<file path="src/hdl/script_text_minifier_defines.svh">
// ---------------------------------------------------------------------------
// Script text minifier assertion macros
// Shared concurrent assertion forms for the minifier RTL.
// ---------------------------------------------------------------------------
`ifndef SCRIPT_TEXT_MINIFIER_DEFINES_SVH
`define SCRIPT_TEXT_MINIFIER_DEFINES_SVH

// The consequent must hold in the same cycle as the antecedent.
`define STM_ASSERT_SAME(label, ante, cons, msg) \
  label: assert property (@(posedge clk) disable iff (!rst_n) (ante) |-> (cons)) \
    else $error(msg);

// The consequent must hold in the cycle after the antecedent.
`define STM_ASSERT_NEXT(label, ante, cons, msg) \
  label: assert property (@(posedge clk) disable iff (!rst_n) (ante) |=> (cons)) \
    else $error(msg);

`endif

</file>
<file path="src/hdl/stm_pkg.sv">
// ---------------------------------------------------------------------------
// Script text minifier package
// Character codes, lexer contexts, queue command type and helper functions.
// ---------------------------------------------------------------------------
package stm_pkg;

  localparam int QUEUE_DEPTH = 4;
  localparam int PREFIX_LEN  = 11;
  localparam int CMD_BYTES   = 3;

  localparam logic [7:0] CH_NUL    = 8'h00;
  localparam logic [7:0] CH_TAB    = 8'h09;
  localparam logic [7:0] CH_LF     = 8'h0A;
  localparam logic [7:0] CH_CR     = 8'h0D;
  localparam logic [7:0] CH_SPACE  = 8'h20;
  localparam logic [7:0] CH_BANG   = 8'h21;
  localparam logic [7:0] CH_DQUOTE = 8'h22;
  localparam logic [7:0] CH_AMP    = 8'h26;
  localparam logic [7:0] CH_SQUOTE = 8'h27;
  localparam logic [7:0] CH_LPAREN = 8'h28;
  localparam logic [7:0] CH_STAR   = 8'h2A;
  localparam logic [7:0] CH_COMMA  = 8'h2C;
  localparam logic [7:0] CH_SLASH  = 8'h2F;
  localparam logic [7:0] CH_0      = 8'h30;
  localparam logic [7:0] CH_9      = 8'h39;
  localparam logic [7:0] CH_COLON  = 8'h3A;
  localparam logic [7:0] CH_SEMI   = 8'h3B;
  localparam logic [7:0] CH_EQUAL  = 8'h3D;
  localparam logic [7:0] CH_QMARK  = 8'h3F;
  localparam logic [7:0] CH_UA     = 8'h41;
  localparam logic [7:0] CH_UZ     = 8'h5A;
  localparam logic [7:0] CH_LBRACK = 8'h5B;
  localparam logic [7:0] CH_BSLASH = 8'h5C;
  localparam logic [7:0] CH_BTICK  = 8'h60;
  localparam logic [7:0] CH_LA     = 8'h61;
  localparam logic [7:0] CH_LN     = 8'h6E;
  localparam logic [7:0] CH_LZ     = 8'h7A;
  localparam logic [7:0] CH_LBRACE = 8'h7B;
  localparam logic [7:0] CH_PIPE   = 8'h7C;
  localparam logic [7:0] CH_RBRACE = 8'h7D;

  typedef enum logic [7:0] {
    CTX_NORMAL   = 8'b0000_0001,
    CTX_SLASH    = 8'b0000_0010,
    CTX_SQUOTE   = 8'b0000_0100,
    CTX_DQUOTE   = 8'b0000_1000,
    CTX_TEMPLATE = 8'b0001_0000,
    CTX_LINE     = 8'b0010_0000,
    CTX_BLOCK    = 8'b0100_0000,
    CTX_REGEX    = 8'b1000_0000
  } stm_ctx_t;

  typedef struct packed {
    logic                      pfx;
    logic [1:0]                cnt;
    logic [CMD_BYTES-1:0][7:0] data;
  } stm_cmd_t;

  function automatic logic is_ws(input logic [7:0] c);
    return (c == CH_SPACE) || (c inside {[CH_TAB:CH_CR]});
  endfunction

  function automatic logic is_alnum(input logic [7:0] c);
    return c inside {[CH_0:CH_9], [CH_UA:CH_UZ], [CH_LA:CH_LZ]};
  endfunction

  function automatic logic regex_may_follow(input logic [7:0] t);
    return t inside {CH_LPAREN, CH_COMMA, CH_EQUAL, CH_COLON, CH_LBRACK, CH_BANG,
                     CH_AMP, CH_PIPE, CH_QMARK, CH_LBRACE, CH_RBRACE, CH_SEMI,
                     CH_LF, CH_NUL};
  endfunction

  function automatic logic [7:0] prefix_byte(input logic [3:0] idx);
    logic [7:0] b;
    case (idx)
      4'd0:    b = 8'h6A;
      4'd1:    b = 8'h61;
      4'd2:    b = 8'h76;
      4'd3:    b = 8'h61;
      4'd4:    b = 8'h73;
      4'd5:    b = 8'h63;
      4'd6:    b = 8'h72;
      4'd7:    b = 8'h69;
      4'd8:    b = 8'h70;
      4'd9:    b = 8'h74;
      4'd10:   b = CH_COLON;
      default: b = CH_NUL;
    endcase
    return b;
  endfunction

endpackage

</file>
<file path="src/hdl/script_text_minifier.sv">
// ---------------------------------------------------------------------------
// Script text minifier
// Byte-stream minifier for script text with a lexer front end, a command
// queue and a byte-serial back end.
// ---------------------------------------------------------------------------
// The input side takes one source byte or end-of-stream beat per cycle while
// the command queue (QUEUE_DEPTH entries) has room; each beat becomes at most
// one queue command. The output port then sends one byte per cycle while
// out_tready is high and a command waits; an input beat yields zero to two
// bytes for a source byte, two at most after a pending slash, eleven more on
// the first beat of a stream for the "javascript:" prefix, and one or two at
// end of stream. The output port's one byte per cycle sets the sustained
// rate; beats that write nothing, such as whitespace and comment text, add
// no output bytes. Each run of output bytes ends with tlast set.
// ---------------------------------------------------------------------------
`include "script_text_minifier_defines.svh"

module script_text_minifier #(
  parameter int QUEUE_DEPTH = stm_pkg::QUEUE_DEPTH
) (
  input  logic       clk,
  input  logic       rst_n,
  input  logic       in_tvalid,
  output logic       in_tready,
  input  logic [7:0] in_tdata,   // [7:0] char_in
  input  logic [0:0] in_tuser,   // [0] mode
  output logic       out_tvalid,
  input  logic       out_tready,
  output logic [7:0] out_tdata,  // [7:0] out_byte
  output logic       out_tlast   // run_last
);

  stm_pkg::stm_cmd_t                   q_cmd;
  stm_pkg::stm_cmd_t                   q_head;
  logic                                q_push;
  logic                                q_pop;
  logic                                q_full;
  logic                                q_not_empty;
  logic [$clog2(QUEUE_DEPTH+1)-1:0]    q_level;
  logic [3:0]                          back_pos;
  logic                                eos_acc;
  logic                                q_busy;

  assign eos_acc = in_tvalid && in_tready && in_tuser[0];
  assign q_busy  = (q_level != '0);

  stm_front u_front (
    .clk       (clk),
    .rst_n     (rst_n),
    .in_tvalid (in_tvalid),
    .in_tready (in_tready),
    .in_tdata  (in_tdata),
    .in_tuser  (in_tuser),
    .q_full    (q_full),
    .q_push    (q_push),
    .q_cmd     (q_cmd)
  );

  stm_fifo #(
    .DEPTH (QUEUE_DEPTH)
  ) u_fifo (
    .clk       (clk),
    .rst_n     (rst_n),
    .push      (q_push),
    .wr_cmd    (q_cmd),
    .pop       (q_pop),
    .head      (q_head),
    .not_empty (q_not_empty),
    .full      (q_full),
    .level     (q_level)
  );

  stm_back u_back (
    .clk        (clk),
    .rst_n      (rst_n),
    .head       (q_head),
    .head_valid (q_not_empty),
    .pop        (q_pop),
    .pos        (back_pos),
    .out_tvalid (out_tvalid),
    .out_tready (out_tready),
    .out_tdata  (out_tdata),
    .out_tlast  (out_tlast)
  );

  `STM_ASSERT_NEXT(a_eos_queued, eos_acc, q_busy, "End of stream left no command")
  `STM_ASSERT_SAME(a_pos_cmd, back_pos != 4'd0, q_not_empty, "Back end busy with empty queue")
  `STM_ASSERT_SAME(a_run_held, out_tvalid && !out_tlast, q_busy, "Command popped too early")

endmodule

</file>
<file path="src/hdl/stm_front.sv">
// ---------------------------------------------------------------------------
// Script text minifier front end
// Tracks the lexer context per input beat and issues at most one queue command
// that holds the optional prefix flag and up to two literal output bytes.
// ---------------------------------------------------------------------------
module stm_front (
  input  logic             clk,
  input  logic             rst_n,
  input  logic             in_tvalid,
  output logic             in_tready,
  input  logic [7:0]       in_tdata,   // [7:0] char_in
  input  logic [0:0]       in_tuser,   // [0] mode
  input  logic             q_full,
  output logic             q_push,
  output stm_pkg::stm_cmd_t q_cmd
);

  stm_pkg::stm_ctx_t ctx_r, ctx_nxt;
  logic [7:0] prev_r, prev_nxt;
  logic [7:0] le_r, le_nxt;
  logic [7:0] ls_r, ls_nxt;
  logic       sp_r, sp_nxt;
  logic       als_r, als_nxt;
  logic       ps_r, ps_nxt;

  logic [2:0][7:0] ob;
  logic [1:0]      cnt;
  logic            run_nb;
  logic            keep_slash;
  logic            esc;
  logic [7:0]      c;
  logic            acc;

  assign c         = in_tdata;
  assign in_tready = !q_full;
  assign acc       = in_tvalid && in_tready;

  always_comb begin
    ctx_nxt    = ctx_r;
    prev_nxt   = prev_r;
    le_nxt     = le_r;
    ls_nxt     = ls_r;
    sp_nxt     = sp_r;
    als_nxt    = als_r;
    ps_nxt     = 1'b1;
    ob         = '0;
    cnt        = 2'd0;
    run_nb     = 1'b0;
    keep_slash = 1'b0;
    esc        = 1'b0;
    if (in_tuser[0]) begin
      if (ctx_r == stm_pkg::CTX_SLASH) begin
        ob[cnt] = stm_pkg::CH_SLASH;
        cnt     = cnt + 2'd1;
      end
      ob[cnt]  = stm_pkg::CH_LF;
      cnt      = cnt + 2'd1;
      ctx_nxt  = stm_pkg::CTX_NORMAL;
      prev_nxt = stm_pkg::CH_NUL;
      le_nxt   = stm_pkg::CH_NUL;
      ls_nxt   = stm_pkg::CH_NUL;
      sp_nxt   = 1'b0;
      als_nxt  = 1'b1;
      ps_nxt   = 1'b0;
    end else begin
      case (ctx_r)
        stm_pkg::CTX_NORMAL: begin
          run_nb = 1'b1;
        end
        stm_pkg::CTX_SLASH: begin
          if (c == stm_pkg::CH_SLASH) begin
            ctx_nxt    = stm_pkg::CTX_LINE;
            keep_slash = 1'b1;
          end else if (c == stm_pkg::CH_STAR) begin
            ctx_nxt    = stm_pkg::CTX_BLOCK;
            keep_slash = 1'b1;
          end else if (stm_pkg::regex_may_follow(ls_r)) begin
            ob[cnt]    = stm_pkg::CH_SLASH;
            cnt        = cnt + 2'd1;
            ob[cnt]    = c;
            cnt        = cnt + 2'd1;
            ctx_nxt    = stm_pkg::CTX_REGEX;
            ls_nxt     = stm_pkg::CH_NUL;
            als_nxt    = 1'b0;
            keep_slash = 1'b1;
          end else begin
            ctx_nxt  = stm_pkg::CTX_NORMAL;
            ob[cnt]  = stm_pkg::CH_SLASH;
            cnt      = cnt + 2'd1;
            sp_nxt   = 1'b0;
            le_nxt   = stm_pkg::CH_SLASH;
            ls_nxt   = stm_pkg::CH_SLASH;
            als_nxt  = 1'b0;
            prev_nxt = stm_pkg::CH_SLASH;
            run_nb   = 1'b1;
          end
        end
        stm_pkg::CTX_SQUOTE: begin
          ob[cnt] = c;
          cnt     = cnt + 2'd1;
          if (c == stm_pkg::CH_SQUOTE && prev_r != stm_pkg::CH_BSLASH) begin
            ctx_nxt = stm_pkg::CTX_NORMAL;
            ls_nxt  = c;
          end
        end
        stm_pkg::CTX_DQUOTE: begin
          ob[cnt] = c;
          cnt     = cnt + 2'd1;
          if (c == stm_pkg::CH_DQUOTE && prev_r != stm_pkg::CH_BSLASH) begin
            ctx_nxt = stm_pkg::CTX_NORMAL;
            ls_nxt  = c;
          end
        end
        stm_pkg::CTX_TEMPLATE: begin
          if (c == stm_pkg::CH_LF) begin
            ob[cnt] = stm_pkg::CH_BSLASH;
            cnt     = cnt + 2'd1;
            ob[cnt] = stm_pkg::CH_LN;
            cnt     = cnt + 2'd1;
          end else begin
            ob[cnt] = c;
            cnt     = cnt + 2'd1;
          end
          if (c == stm_pkg::CH_BTICK && prev_r != stm_pkg::CH_BSLASH) begin
            ctx_nxt = stm_pkg::CTX_NORMAL;
            ls_nxt  = c;
          end
        end
        stm_pkg::CTX_LINE: begin
          if (c == stm_pkg::CH_LF) begin
            ctx_nxt = stm_pkg::CTX_NORMAL;
            als_nxt = 1'b1;
          end
        end
        stm_pkg::CTX_BLOCK: begin
          if (c == stm_pkg::CH_SLASH && prev_r == stm_pkg::CH_STAR) begin
            ctx_nxt = stm_pkg::CTX_NORMAL;
          end
        end
        stm_pkg::CTX_REGEX: begin
          ob[cnt] = c;
          cnt     = cnt + 2'd1;
          if (c == stm_pkg::CH_SLASH && prev_r != stm_pkg::CH_BSLASH) begin
            ctx_nxt = stm_pkg::CTX_NORMAL;
            ls_nxt  = c;
          end
        end
        default: begin
          ctx_nxt = stm_pkg::CTX_NORMAL;
        end
      endcase

      if (run_nb) begin
        esc = (prev_nxt == stm_pkg::CH_BSLASH);
        if (c == stm_pkg::CH_SLASH && !esc) begin
          ctx_nxt = stm_pkg::CTX_SLASH;
        end else if (c == stm_pkg::CH_SQUOTE && !esc) begin
          ctx_nxt = stm_pkg::CTX_SQUOTE;
          ob[cnt] = c;
          cnt     = cnt + 2'd1;
          ls_nxt  = c;
          als_nxt = 1'b0;
        end else if (c == stm_pkg::CH_DQUOTE && !esc) begin
          ctx_nxt = stm_pkg::CTX_DQUOTE;
          ob[cnt] = c;
          cnt     = cnt + 2'd1;
          ls_nxt  = c;
          als_nxt = 1'b0;
        end else if (c == stm_pkg::CH_BTICK) begin
          ctx_nxt = stm_pkg::CTX_TEMPLATE;
          ob[cnt] = c;
          cnt     = cnt + 2'd1;
          ls_nxt  = c;
          als_nxt = 1'b0;
        end else if (stm_pkg::is_ws(c)) begin
          if (!als_nxt && prev_nxt != stm_pkg::CH_NUL && !stm_pkg::is_ws(prev_nxt)) begin
            sp_nxt = 1'b1;
          end
        end else begin
          if (sp_nxt && stm_pkg::is_alnum(c) && stm_pkg::is_alnum(le_nxt)) begin
            ob[cnt] = stm_pkg::CH_SPACE;
            cnt     = cnt + 2'd1;
          end
          ob[cnt] = c;
          cnt     = cnt + 2'd1;
          sp_nxt  = 1'b0;
          le_nxt  = c;
          ls_nxt  = c;
          als_nxt = 1'b0;
        end
      end

      prev_nxt = keep_slash ? stm_pkg::CH_SLASH : c;
    end
  end

  assign q_cmd.pfx  = !ps_r;
  assign q_cmd.cnt  = cnt;
  assign q_cmd.data = ob;
  assign q_push     = acc && (!ps_r || cnt != 2'd0);

  always_ff @(posedge clk) begin
    if (!rst_n) begin
      ctx_r  <= stm_pkg::CTX_NORMAL;
      prev_r <= stm_pkg::CH_NUL;
      le_r   <= stm_pkg::CH_NUL;
      ls_r   <= stm_pkg::CH_NUL;
      sp_r   <= 1'b0;
      als_r  <= 1'b1;
      ps_r   <= 1'b0;
    end else if (acc) begin
      ctx_r  <= ctx_nxt;
      prev_r <= prev_nxt;
      le_r   <= le_nxt;
      ls_r   <= ls_nxt;
      sp_r   <= sp_nxt;
      als_r  <= als_nxt;
      ps_r   <= ps_nxt;
    end
  end

endmodule

</file>
<file path="src/hdl/stm_fifo.sv">
// ---------------------------------------------------------------------------
// Script text minifier command queue
// Small register queue of output commands between the front and back ends.
// ---------------------------------------------------------------------------
module stm_fifo #(
  parameter int DEPTH = stm_pkg::QUEUE_DEPTH
) (
  input  logic                            clk,
  input  logic                            rst_n,
  input  logic                            push,
  input  stm_pkg::stm_cmd_t               wr_cmd,
  input  logic                            pop,
  output stm_pkg::stm_cmd_t               head,
  output logic                            not_empty,
  output logic                            full,
  output logic [$clog2(DEPTH+1)-1:0]      level
);

  localparam int PTR_W = (DEPTH > 1) ? $clog2(DEPTH) : 1;
  localparam int LVL_W = $clog2(DEPTH+1);

  stm_pkg::stm_cmd_t mem_r [DEPTH];
  logic [PTR_W-1:0] wr_ptr_r, wr_ptr_nxt;
  logic [PTR_W-1:0] rd_ptr_r, rd_ptr_nxt;
  logic [LVL_W-1:0] level_r, level_nxt;

  assign head      = mem_r[rd_ptr_r];
  assign not_empty = (level_r != '0);
  assign full      = (level_r == LVL_W'(DEPTH));
  assign level     = level_r;

  always_comb begin
    wr_ptr_nxt = wr_ptr_r;
    rd_ptr_nxt = rd_ptr_r;
    level_nxt  = level_r;
    if (push) begin
      wr_ptr_nxt = (wr_ptr_r == PTR_W'(DEPTH-1)) ? '0 : wr_ptr_r + PTR_W'(1);
    end
    if (pop) begin
      rd_ptr_nxt = (rd_ptr_r == PTR_W'(DEPTH-1)) ? '0 : rd_ptr_r + PTR_W'(1);
    end
    if (push && !pop) begin
      level_nxt = level_r + LVL_W'(1);
    end else if (pop && !push) begin
      level_nxt = level_r - LVL_W'(1);
    end
  end

  always_ff @(posedge clk) begin
    if (!rst_n) begin
      wr_ptr_r <= '0;
      rd_ptr_r <= '0;
      level_r  <= '0;
    end else begin
      wr_ptr_r <= wr_ptr_nxt;
      rd_ptr_r <= rd_ptr_nxt;
      level_r  <= level_nxt;
    end
  end

  always_ff @(posedge clk) begin
    if (push) begin
      mem_r[wr_ptr_r] <= wr_cmd;
    end
  end

endmodule

</file>
<file path="src/hdl/stm_back.sv">
// ---------------------------------------------------------------------------
// Script text minifier back end
// Expands the queue head command into output beats, one byte per cycle,
// into a registered output stage that out_tready back-pressure can stall.
// ---------------------------------------------------------------------------
module stm_back (
  input  logic              clk,
  input  logic              rst_n,
  input  stm_pkg::stm_cmd_t head,
  input  logic              head_valid,
  output logic              pop,
  output logic [3:0]        pos,
  output logic              out_tvalid,
  input  logic              out_tready,
  output logic [7:0]        out_tdata,  // [7:0] out_byte
  output logic              out_tlast   // run_last
);

  logic [3:0] pos_r, pos_nxt;
  logic       vld_r;
  logic [7:0] data_r;
  logic       last_r;
  logic       adv;
  logic       fire;
  logic [3:0] off;
  logic [3:0] sel;
  logic [3:0] last_pos;
  logic       is_last;
  logic [7:0] byte_val;

  assign adv      = !vld_r || out_tready;
  assign fire     = adv && head_valid;
  assign off      = head.pfx ? 4'(stm_pkg::PREFIX_LEN) : 4'd0;
  assign sel      = pos_r - off;
  assign last_pos = off + {2'b00, head.cnt} - 4'd1;
  assign is_last  = (pos_r == last_pos);
  assign byte_val = (head.pfx && pos_r < 4'(stm_pkg::PREFIX_LEN)) ?
                    stm_pkg::prefix_byte(pos_r) : head.data[sel[1:0]];
  assign pop      = fire && is_last;
  assign pos_nxt  = is_last ? 4'd0 : pos_r + 4'd1;

  always_ff @(posedge clk) begin
    if (!rst_n) begin
      pos_r <= 4'd0;
      vld_r <= 1'b0;
    end else if (fire) begin
      pos_r <= pos_nxt;
      vld_r <= 1'b1;
    end else if (adv) begin
      vld_r <= 1'b0;
    end
  end

  always_ff @(posedge clk) begin
    if (fire) begin
      data_r <= byte_val;
      last_r <= is_last;
    end
  end

  assign pos        = pos_r;
  assign out_tvalid = vld_r;
  assign out_tdata  = data_r;
  assign out_tlast  = last_r;

endmodule
</file>
<file path="config.mk">
export PLATFORM = sky130hd
export DESIGN_NAME = script_text_minifier
export DESIGN_NICKNAME = d
export VERILOG_FILES = /design/src/hdl/stm_pkg.sv /design/src/hdl/script_text_minifier.sv /design/src/hdl/stm_front.sv /design/src/hdl/stm_fifo.sv /design/src/hdl/stm_back.sv
export VERILOG_INCLUDE_DIRS = /design/src /design/src/hdl
export SDC_FILE = /design/constraint.sdc
export NUM_CORES = 1
export LEC_CHECK = 0
export BUFFER_PORTS_ARGS = -buffer_cell sky130_fd_sc_hd__buf_2
export CAP_MARGIN = 15
export CORE_MARGIN = 10
export CORE_UTILIZATION = 60
export DETAILED_ROUTE_END_ITERATION = 8
export MAX_ROUTING_LAYER = met4
export PLACE_DENSITY_LB_ADDON = 0.15
export REMOVE_ABC_BUFFERS = 1
export SLEW_MARGIN = 20
export SYNTH_ARGS = -nofsm -noshare
export SYNTH_HDL_FRONTEND = slang
export SYNTH_SLANG_ARGS = --single-unit
</file>
<file path="constraint.sdc">
create_clock -name clk -period 12.65 [get_ports clk]
set_input_delay 3.795 -clock clk [delete_from_list [all_inputs] [get_ports clk]]
set_output_delay 3.795 -clock clk [all_outputs]
set_load 0.005 [all_outputs]
</file>
==> results of run 1 <==
==> through the flow <==
step           worst slack (ns)  instances  hold slack (ns)  power, mW   util
5_1_grt                    4.41       1002            0.510       1.76  0.667
4_1_cts                    4.68       1002            0.475       1.69  0.667
6_report                   4.59       1002            0.473       1.67  0.667
3_3_place_gp               4.37        970            0.442       1.17  0.627
3_5_place_dp               4.23        970            0.465       1.19  0.627
2_1_floorplan              4.88        754            0.423       1.03      -
==> layout make-up <==
class	instances	area share
Sequential cell	173	0.478
Multi-Input combinational cell	553	0.409
Clock buffer	17	0.0439
Tap cell	184	0.0237
Timing Repair Buffer	32	0.0188
Clock inverter	15	0.0151
Inverter	28	0.0108
==> per-layer routing <==
metal  track usage  share of wire  routed length, um
met1         0.294           0.41               9250
met2         0.368           0.50              11400
met3        0.0431          0.061               1400
met4        0.0925          0.034                767
met5             -              0                  0
==> worst paths after layout <==
kind | start | to | slack [ns] | cells after the start
max | in_tdata[4] | u_fifo.level[2]$_SDFFE_PN0P_ | 4.59 | 19
min | u_front.ps_r$_SDFFE_PN0P_ | u_front.ps_r$_SDFFE_PN0P_ | 0.47 | 2
max reg2reg | u_front.ls_r[2]$_SDFFE_PN0P_ | u_fifo.level[2]$_SDFFE_PN0P_ | 7.58 | 18
min reg2reg | u_front.ps_r$_SDFFE_PN0P_ | u_front.ps_r$_SDFFE_PN0P_ | 0.47 | 2
==> worst reg2reg max path: cells and delay by family (launching register included) <==
family                     cells  cell delay, ns
DFF                            1            0.44
xor gates and xnor gates       1            0.17
buffers and inverters          2            0.18
AOI/OAI and AO/OA              6            1.86
muxes                          1            0.22
and+or+nand+nor                4            0.92
adders and majority gates      4            1.17
==> Yosys cell counts, drive strengths merged (5+ instances only) <==
cell / number
and2: 16
nor4: 10
o21ai: 43
a211oi: 11
o21bai: 5
mux4: 27
dfxtp: 56
nand4: 8
nor3: 15
a32o: 6
clkbuf: 31
a31oi: 8
ha: 18
xnor2: 7
nor2: 68
a21o: 8
nand3b: 5
mux2i: 5
inv: 27
nand3: 27
mux2: 9
nand2b: 17
nand4b: 6
nand2: 68
edfxtp: 117
o31ai: 8
xor2: 7
buf: 15
a21oi: 73
==> cell families (layout without fill, tap and decap cells) <==
kind of cell	after synthesis	after routing	synth area share
AOI/OAI and AO/OA	209	209	0.157
xor gates and xnor gates	14	14	0.0137
adders and majority gates	19	19	0.0275
buffers and inverters	74	92	0.0366
DFF	173	173	0.519
muxes	41	41	0.0851
and+or+nand+nor	270	270	0.161
==> sequential cells by signal, summed over array words and instances, names as in the netlist, named ones only <==
| name | flops |
|---|---|
| u_fifo.wr_ptr_r | 2 |
| u_fifo.mem_r | 108 |
| u_front.ls_r | 8 |
| u_back.out_tlast | 1 |
| u_front.ps_r | 1 |
| u_front.als_r | 1 |
| u_fifo.rd_ptr_r | 2 |
| u_front.prev_r | 8 |
| u_front.ctx_r | 8 |
| u_back.out_tdata | 8 |
| u_front.le_r | 8 |
| u_back.pos | 4 |
| u_fifo.level | 3 |
| u_back.out_tvalid | 1 |
| u_front.sp_r | 1 |
==> where the power goes <==
| group | total (mW) | internal (mW) | switching (mW) | leakage, nW |
|---|---|---|---|---|
| registers | 0.764 | 0.717 | 0.0469 | 1.55 |
| clock network | 0.502 | 0.261 | 0.241 | 0.273 |
| logic | 0.408 | 0.159 | 0.249 | 1.56 |
| total | 1.67 | 1.14 | 0.537 | 3.39 |
==> results.cfg, run 1 <==
[sta]
fin_crit_ns = 8.06
setup_tns_ns = 0
max_slew.worst_pin.slew_ns = 0.910
clock.fmax_mhz = 124
fin_skew_ns = 0.0156
setup-violations-final = 0
number_of_max_slew_violations_in_the_final_report = 0
timing.max_slew.rel_slack = 0.389
min_period_over_period = 0.637
finalHoldViolations = 0
rsz_0062_raised_after_global_routing = no

[pwr]
p_leak_nw = 3.39
ir_drop_uv = 103
power-per-cell-area_nw_per_um2 = 173

[synth]
synth_enable_flop_cells = 117
netlist.top_cell.by_area = edfxtp_1
synth-seq-cells = 173
post_synth.cell_area_avg_um2 = 11.2
synth_top_cell_area_share = 0.394
synthArstFlopShare = 0
synth_area_um2 = 8930
share_of_the_yosys_chip_area_belonging_to_registers = 0.519
yosys-top-cells-area = edfxtp_1, dfxtp_1, mux4_2
yosys_warnings = 0
synthCells = 800
ys_dominant_reg_cell = edfxtp_1
ys_types = 86

[final_layout]
layout.cells.most_common = edfxtp_1
final_net_count = 837
most-common-layout-cells = edfxtp_1, a21oi_1, nand2_1
post_route_cells_drive_above_1_share = 0.156
antenna_cells_inserted = 0
final_design_area_no_fill_um2 = 9690
regArea_um2 = 4640
layout-area-overhead-vs-synth_pct = 8.59
multi_input_area_um2 = 3970
fillerInstances = 1112

[worst_hold_path]
hold_path.class = flip-flop to flip-flop

[critical_path]
critical_path.n_buffers_inverters = 3
crit_required_ns = 13.01
crit_arrival_ns = 8.42
critical_path.endpoint_type = flip-flop
worst_setup_path_start_kind = input pin
setup.worst_path.class = input pin to flip-flop
critical_path.cell_chain = buf_2 > or4b_4 > or3_4 > nand2_2 > a21oi_1 > nor2_1 > ha_1 > nor2_1 > a21oi_1 > inv_1 > ha_1 > o2111a_2 > a21oi_4 > ha_1 > inv_1 > fa_1 > xor2_1 > or3_1 > a21oi_1
worst_path_dominant_cell_family = simple AND/OR/NAND/NOR gates
critical_path_peak_fanout = 14
worst_path_largest_cell_delay_ns = 0.60
cpMaxStageDelayCell = or4b_4

[floorplan]
top_level_ports = 24
start_util = 0.614
chipWidth_um = 142
floorplan.die.height_um = 142
floorplan.rows = 44
core_area_um2 = 14500
fp.dieArea_um2 = 20200

[placement]
dp_hpwl_um = 15900
detailed_place.area_um2 = 9120
gp_congestion = 0.968
numPortBuffers = 23

[cts]
post_cts.repair.setup_buffers = 0
clk_transition_reported_paths_ns = 0.07
post_cts_resize_count = 0
cts_buffer_depth = 2
tritoncts.num_buffers = 17
max_h_tree_level = 4
hold_buffers = 0
cts_tree = yes
clkLatencyLatePin_ns = 0.45
clkSinkCount = 173
cts_root_buffer = clkbuf_16

[route]
total_vias_in_the_final_route = 6648
drcViolationCount = 0
drt_first_iter_violations = 726
route.detailed.vias_per_inst = 6.63
drt-wirelength-per-cell_um = 22.8
drt.antenna.violating_nets = 0
1st_pass_router_iterations = 5
wl_um = 22800

[run]
drv.max_cap_violation_count = 0

[global_route]
first_global_vias = 6364
gr-usage-all-layers = 0.234
grt_antenna_before_repair = 0
grt_max_degree = 29
grt.overflow.total = 0
wire_length_of_the_first_global_routing_pass_um = 35400

[status]
outcome = complete, no violations
Note: power is estimated with default switching activity, not from simulation.
==> inputs of run 2 (changes only) <==
- ABC_AREA: default -> 1
- clock period: 12.65 -> 8.3 ns (I/O delays scaled with it)
==> run 2 against run 1 <==
  * Non-clock buffer count up 1
  * Global-route usage up 1.9 points
  * Flip-flop and latch count unchanged
  * Cell area rose by 4.3%
  * Clock skew fell by 0.0061 ns
  * Wire length increased by 10%
  * Clock power increased by 64%
  * Sequential power rose by 39%
  * Core utilization barely moved
  * Register-to-register slack worse by 3.9 ns
  * Clock-buffer cell count rose by 4
  * Cell count grew 32%
  * Largest power group unchanged
==> results.cfg, run 2 <==
[cts]
clkSinkCount = 173
max_h_tree_level = 4
cts_buffer_depth = 2
tritoncts.num_buffers = 17
cts_root_buffer = clkbuf_16
cts_tree = yes
post_cts_resize_count = 0
post_cts.repair.setup_buffers = 0
clkLatencyLatePin_ns = 0.44
clk_transition_reported_paths_ns = 0.06
hold_buffers = 0

[final_layout]
largest-register = u_fifo.mem_r
antenna_cells_inserted = 0
final_net_count = 1149
fillerInstances = 1259
layout.cells.most_common = nand2_1
number_of_flip_flops_in_the_largest_register = 108
most-common-layout-cells = nand2_1, edfxtp_1, inv_1
layout-area-overhead-vs-synth_pct = 9.34
final_cells = 1318
post_route_cells_drive_above_1_share = 0.102

[sta]
setup_tns_ns = 0
setup-violations-final = 0
tightest_hold_margin_ns = 0.473
max_slew.worst_pin.slew_ns = 0.999
finalHoldViolations = 0
number_of_max_slew_violations_in_the_final_report = 0
finalWorstSetupSlack_ns = 2.09
fin_skew_ns = 0.00956
fin_crit_ns = 6.21
clock.fmax_mhz = 161
rsz_0062_raised_after_global_routing = no
timing.max_slew.rel_slack = 0.332
min_period_over_period = 0.748

[synth]
synthArstFlopShare = 0
synthCells = 1108
share_of_the_yosys_chip_area_belonging_to_registers = 0.501
synth_area_um2 = 9240
synth-seq-cells = 173
post_synth.cell_area_avg_um2 = 8.34
synth_enable_flop_cells = 117
ys_types = 55
netlist.top_cell.by_area = edfxtp_1
yosys-top-cells-area = edfxtp_1, dfxtp_1, nand2_1
ys_dominant_reg_cell = edfxtp_1
yosys_warnings = 0
synth_top_cell_area_share = 0.380
netlist_top_cells_count = nand2_1, nor2_1, edfxtp_1
synth_most_common_cell = nand2_1

[route]
1st_pass_router_iterations = 6
drcViolationCount = 0
wl_met2_um = 12200
drt.antenna.violating_nets = 0
drt_first_iter_violations = 688
topRoutingLayerUsed = met4
route.detailed.vias_per_inst = 6.00
met1_routed_wirelength_after_detailed_routing_um = 10700
drt-wirelength-per-cell_um = 19.1
total_vias_in_the_final_route = 7913
met3_wirelength_um = 1420
wl_um = 25200

[run]
drv.max_cap_violation_count = 0

[critical_path]
critical_path.endpoint_type = flip-flop
critical_path.endpoint = u_fifo.level[2]$_SDFFE_PN0P_
setup.worst_path.class = input pin to flip-flop
reg2regPathDepth = 21
cpMaxStageDelayCell = fa_1
worst_setup_path_start_kind = input pin
worst_path_largest_cell_delay_ns = 0.38
cp-startpoint = in_tdata[0]
critical_path_peak_fanout = 14
crit_arrival_ns = 6.58
r2r_setup_slack_ns = 3.67
timing.rr.end = u_fifo.level[1]$_SDFFE_PN0P_
crit_required_ns = 8.67

[floorplan]
fp.dieArea_um2 = 20800
start_util = 0.610
floorplan.die.height_um = 144
core_area_um2 = 15100
top_level_ports = 24
chipWidth_um = 144
floorplan.rows = 45

[placement]
gp_congestion = 1.05
dp_hpwl_um = 17500
numPlacedInstances = 1286
numPortBuffers = 23
place_worst_setup_slack_ns = 1.69

[global_route]
grt_antenna_before_repair = 0
first_global_vias = 7361
gr-usage-all-layers = 0.253
grt.overflow.total = 0
grt_max_degree = 58
wire_length_of_the_first_global_routing_pass_um = 39500

[pwr]
switching_share = 0.305
share_seq_of_total_power = 0.447
switchingPower_mw = 0.722
p_leak_nw = 4.11
internal-power_mw = 1.64
ir_drop_uv = 132
combinationalPowerShare = 0.206
post-layout-total-power_mw = 2.36
power-per-cell-area_nw_per_um2 = 234
clock_power_share = 0.348

[status]
outcome = complete, no violations

[worst_hold_path]
hold_path.class = flip-flop to flip-flop
[run 2: changes by cell type after synthesis, sizes merged, moves of 12 or more]
cell,before,now
a21oi,73,85
and2,16,0
inv,27,125
mux4,27,0
nand2,68,236
nand2b,17,0
nand3,27,47
nor2,68,129
o21ai,43,111
o22ai,3,30
[run 2: logic make-up after synthesis]
group	Yosys count	share of synthesized area
xor gates and xnor gates	10	0.00948
adders and majority gates	19	0.0265
buffers and inverters	174	0.0747
DFF	173	0.501
and+or+nand+nor	461	0.223
AOI/OAI and AO/OA	271	0.165
[run 2: worst max-delay path: cells and delay by family]
kind,cells,cell delay (ns)
AOI/OAI and AO/OA,3,0.42
adders and majority gates,4,1.15
buffers and inverters,7,0.78
and+or+nand+nor,16,1.73
[run 2: worst min-delay path by stage]
stage | startpoint | to | slack, ns | cells past startpoint
after global routing | u_front.le_r[7]$_SDFFE_PN0P_ | u_front.le_r[7]$_SDFFE_PN0P_ | 0.49 | 2
final | u_front.le_r[5]$_SDFFE_PN0P_ | u_front.le_r[5]$_SDFFE_PN0P_ | 0.47 | 2
after CTS | u_front.le_r[5]$_SDFFE_PN0P_ | u_front.le_r[5]$_SDFFE_PN0P_ | 0.47 | 2
after global placement | u_front.le_r[5]$_SDFFE_PN0P_ | u_front.le_r[5]$_SDFFE_PN0P_ | 0.46 | 2
after detailed placement | u_front.als_r$_SDFFE_PN1P_ | u_front.als_r$_SDFFE_PN1P_ | 0.46 | 2
after floorplan | u_front.le_r[7]$_SDFFE_PN0P_ | u_front.le_r[7]$_SDFFE_PN0P_ | 0.44 | 2
[run 2: power groups by stage]
| stage | combinational (mW) | clock (mW) | sequential, mW |
|---|---|---|---|
| floorplan | 0.305 | 0 | 1.08 |
| global placement | 0.480 | 0 | 1.07 |
| detailed placement | 0.487 | 0 | 1.07 |
| CTS | 0.489 | 0.828 | 1.06 |
| global route | 0.548 | 0.866 | 1.06 |
| finish | 0.486 | 0.822 | 1.06 |
[run 2: area by class of cell]
cell class,instances,area [um2],area share
inverter,131,494,0.0489
clock buffer,21,504,0.0499
sequential,173,4640,0.459
multi-input combinational,761,3940,0.389
tap,188,235,0.0233
timing repair buffer,33,190,0.0188
clock inverter,11,113,0.0111
[run 2: stage by stage]
stage | util | instance area (um2)
after global routing | 0.667 | 10100
after detailed placement | 0.627 | 9490
after floorplan | - | 9050
final | 0.667 | 10100
after CTS | 0.667 | 10100
after global placement | 0.627 | 9490
[run 2: metal layers]
layer / GRT usage / vias up
met1: 0.313 / 3700
li1: - / 3819
met4: 0.105 / 0
met3: 0.0364 / 70
met2: 0.410 / 324
met5: - / -
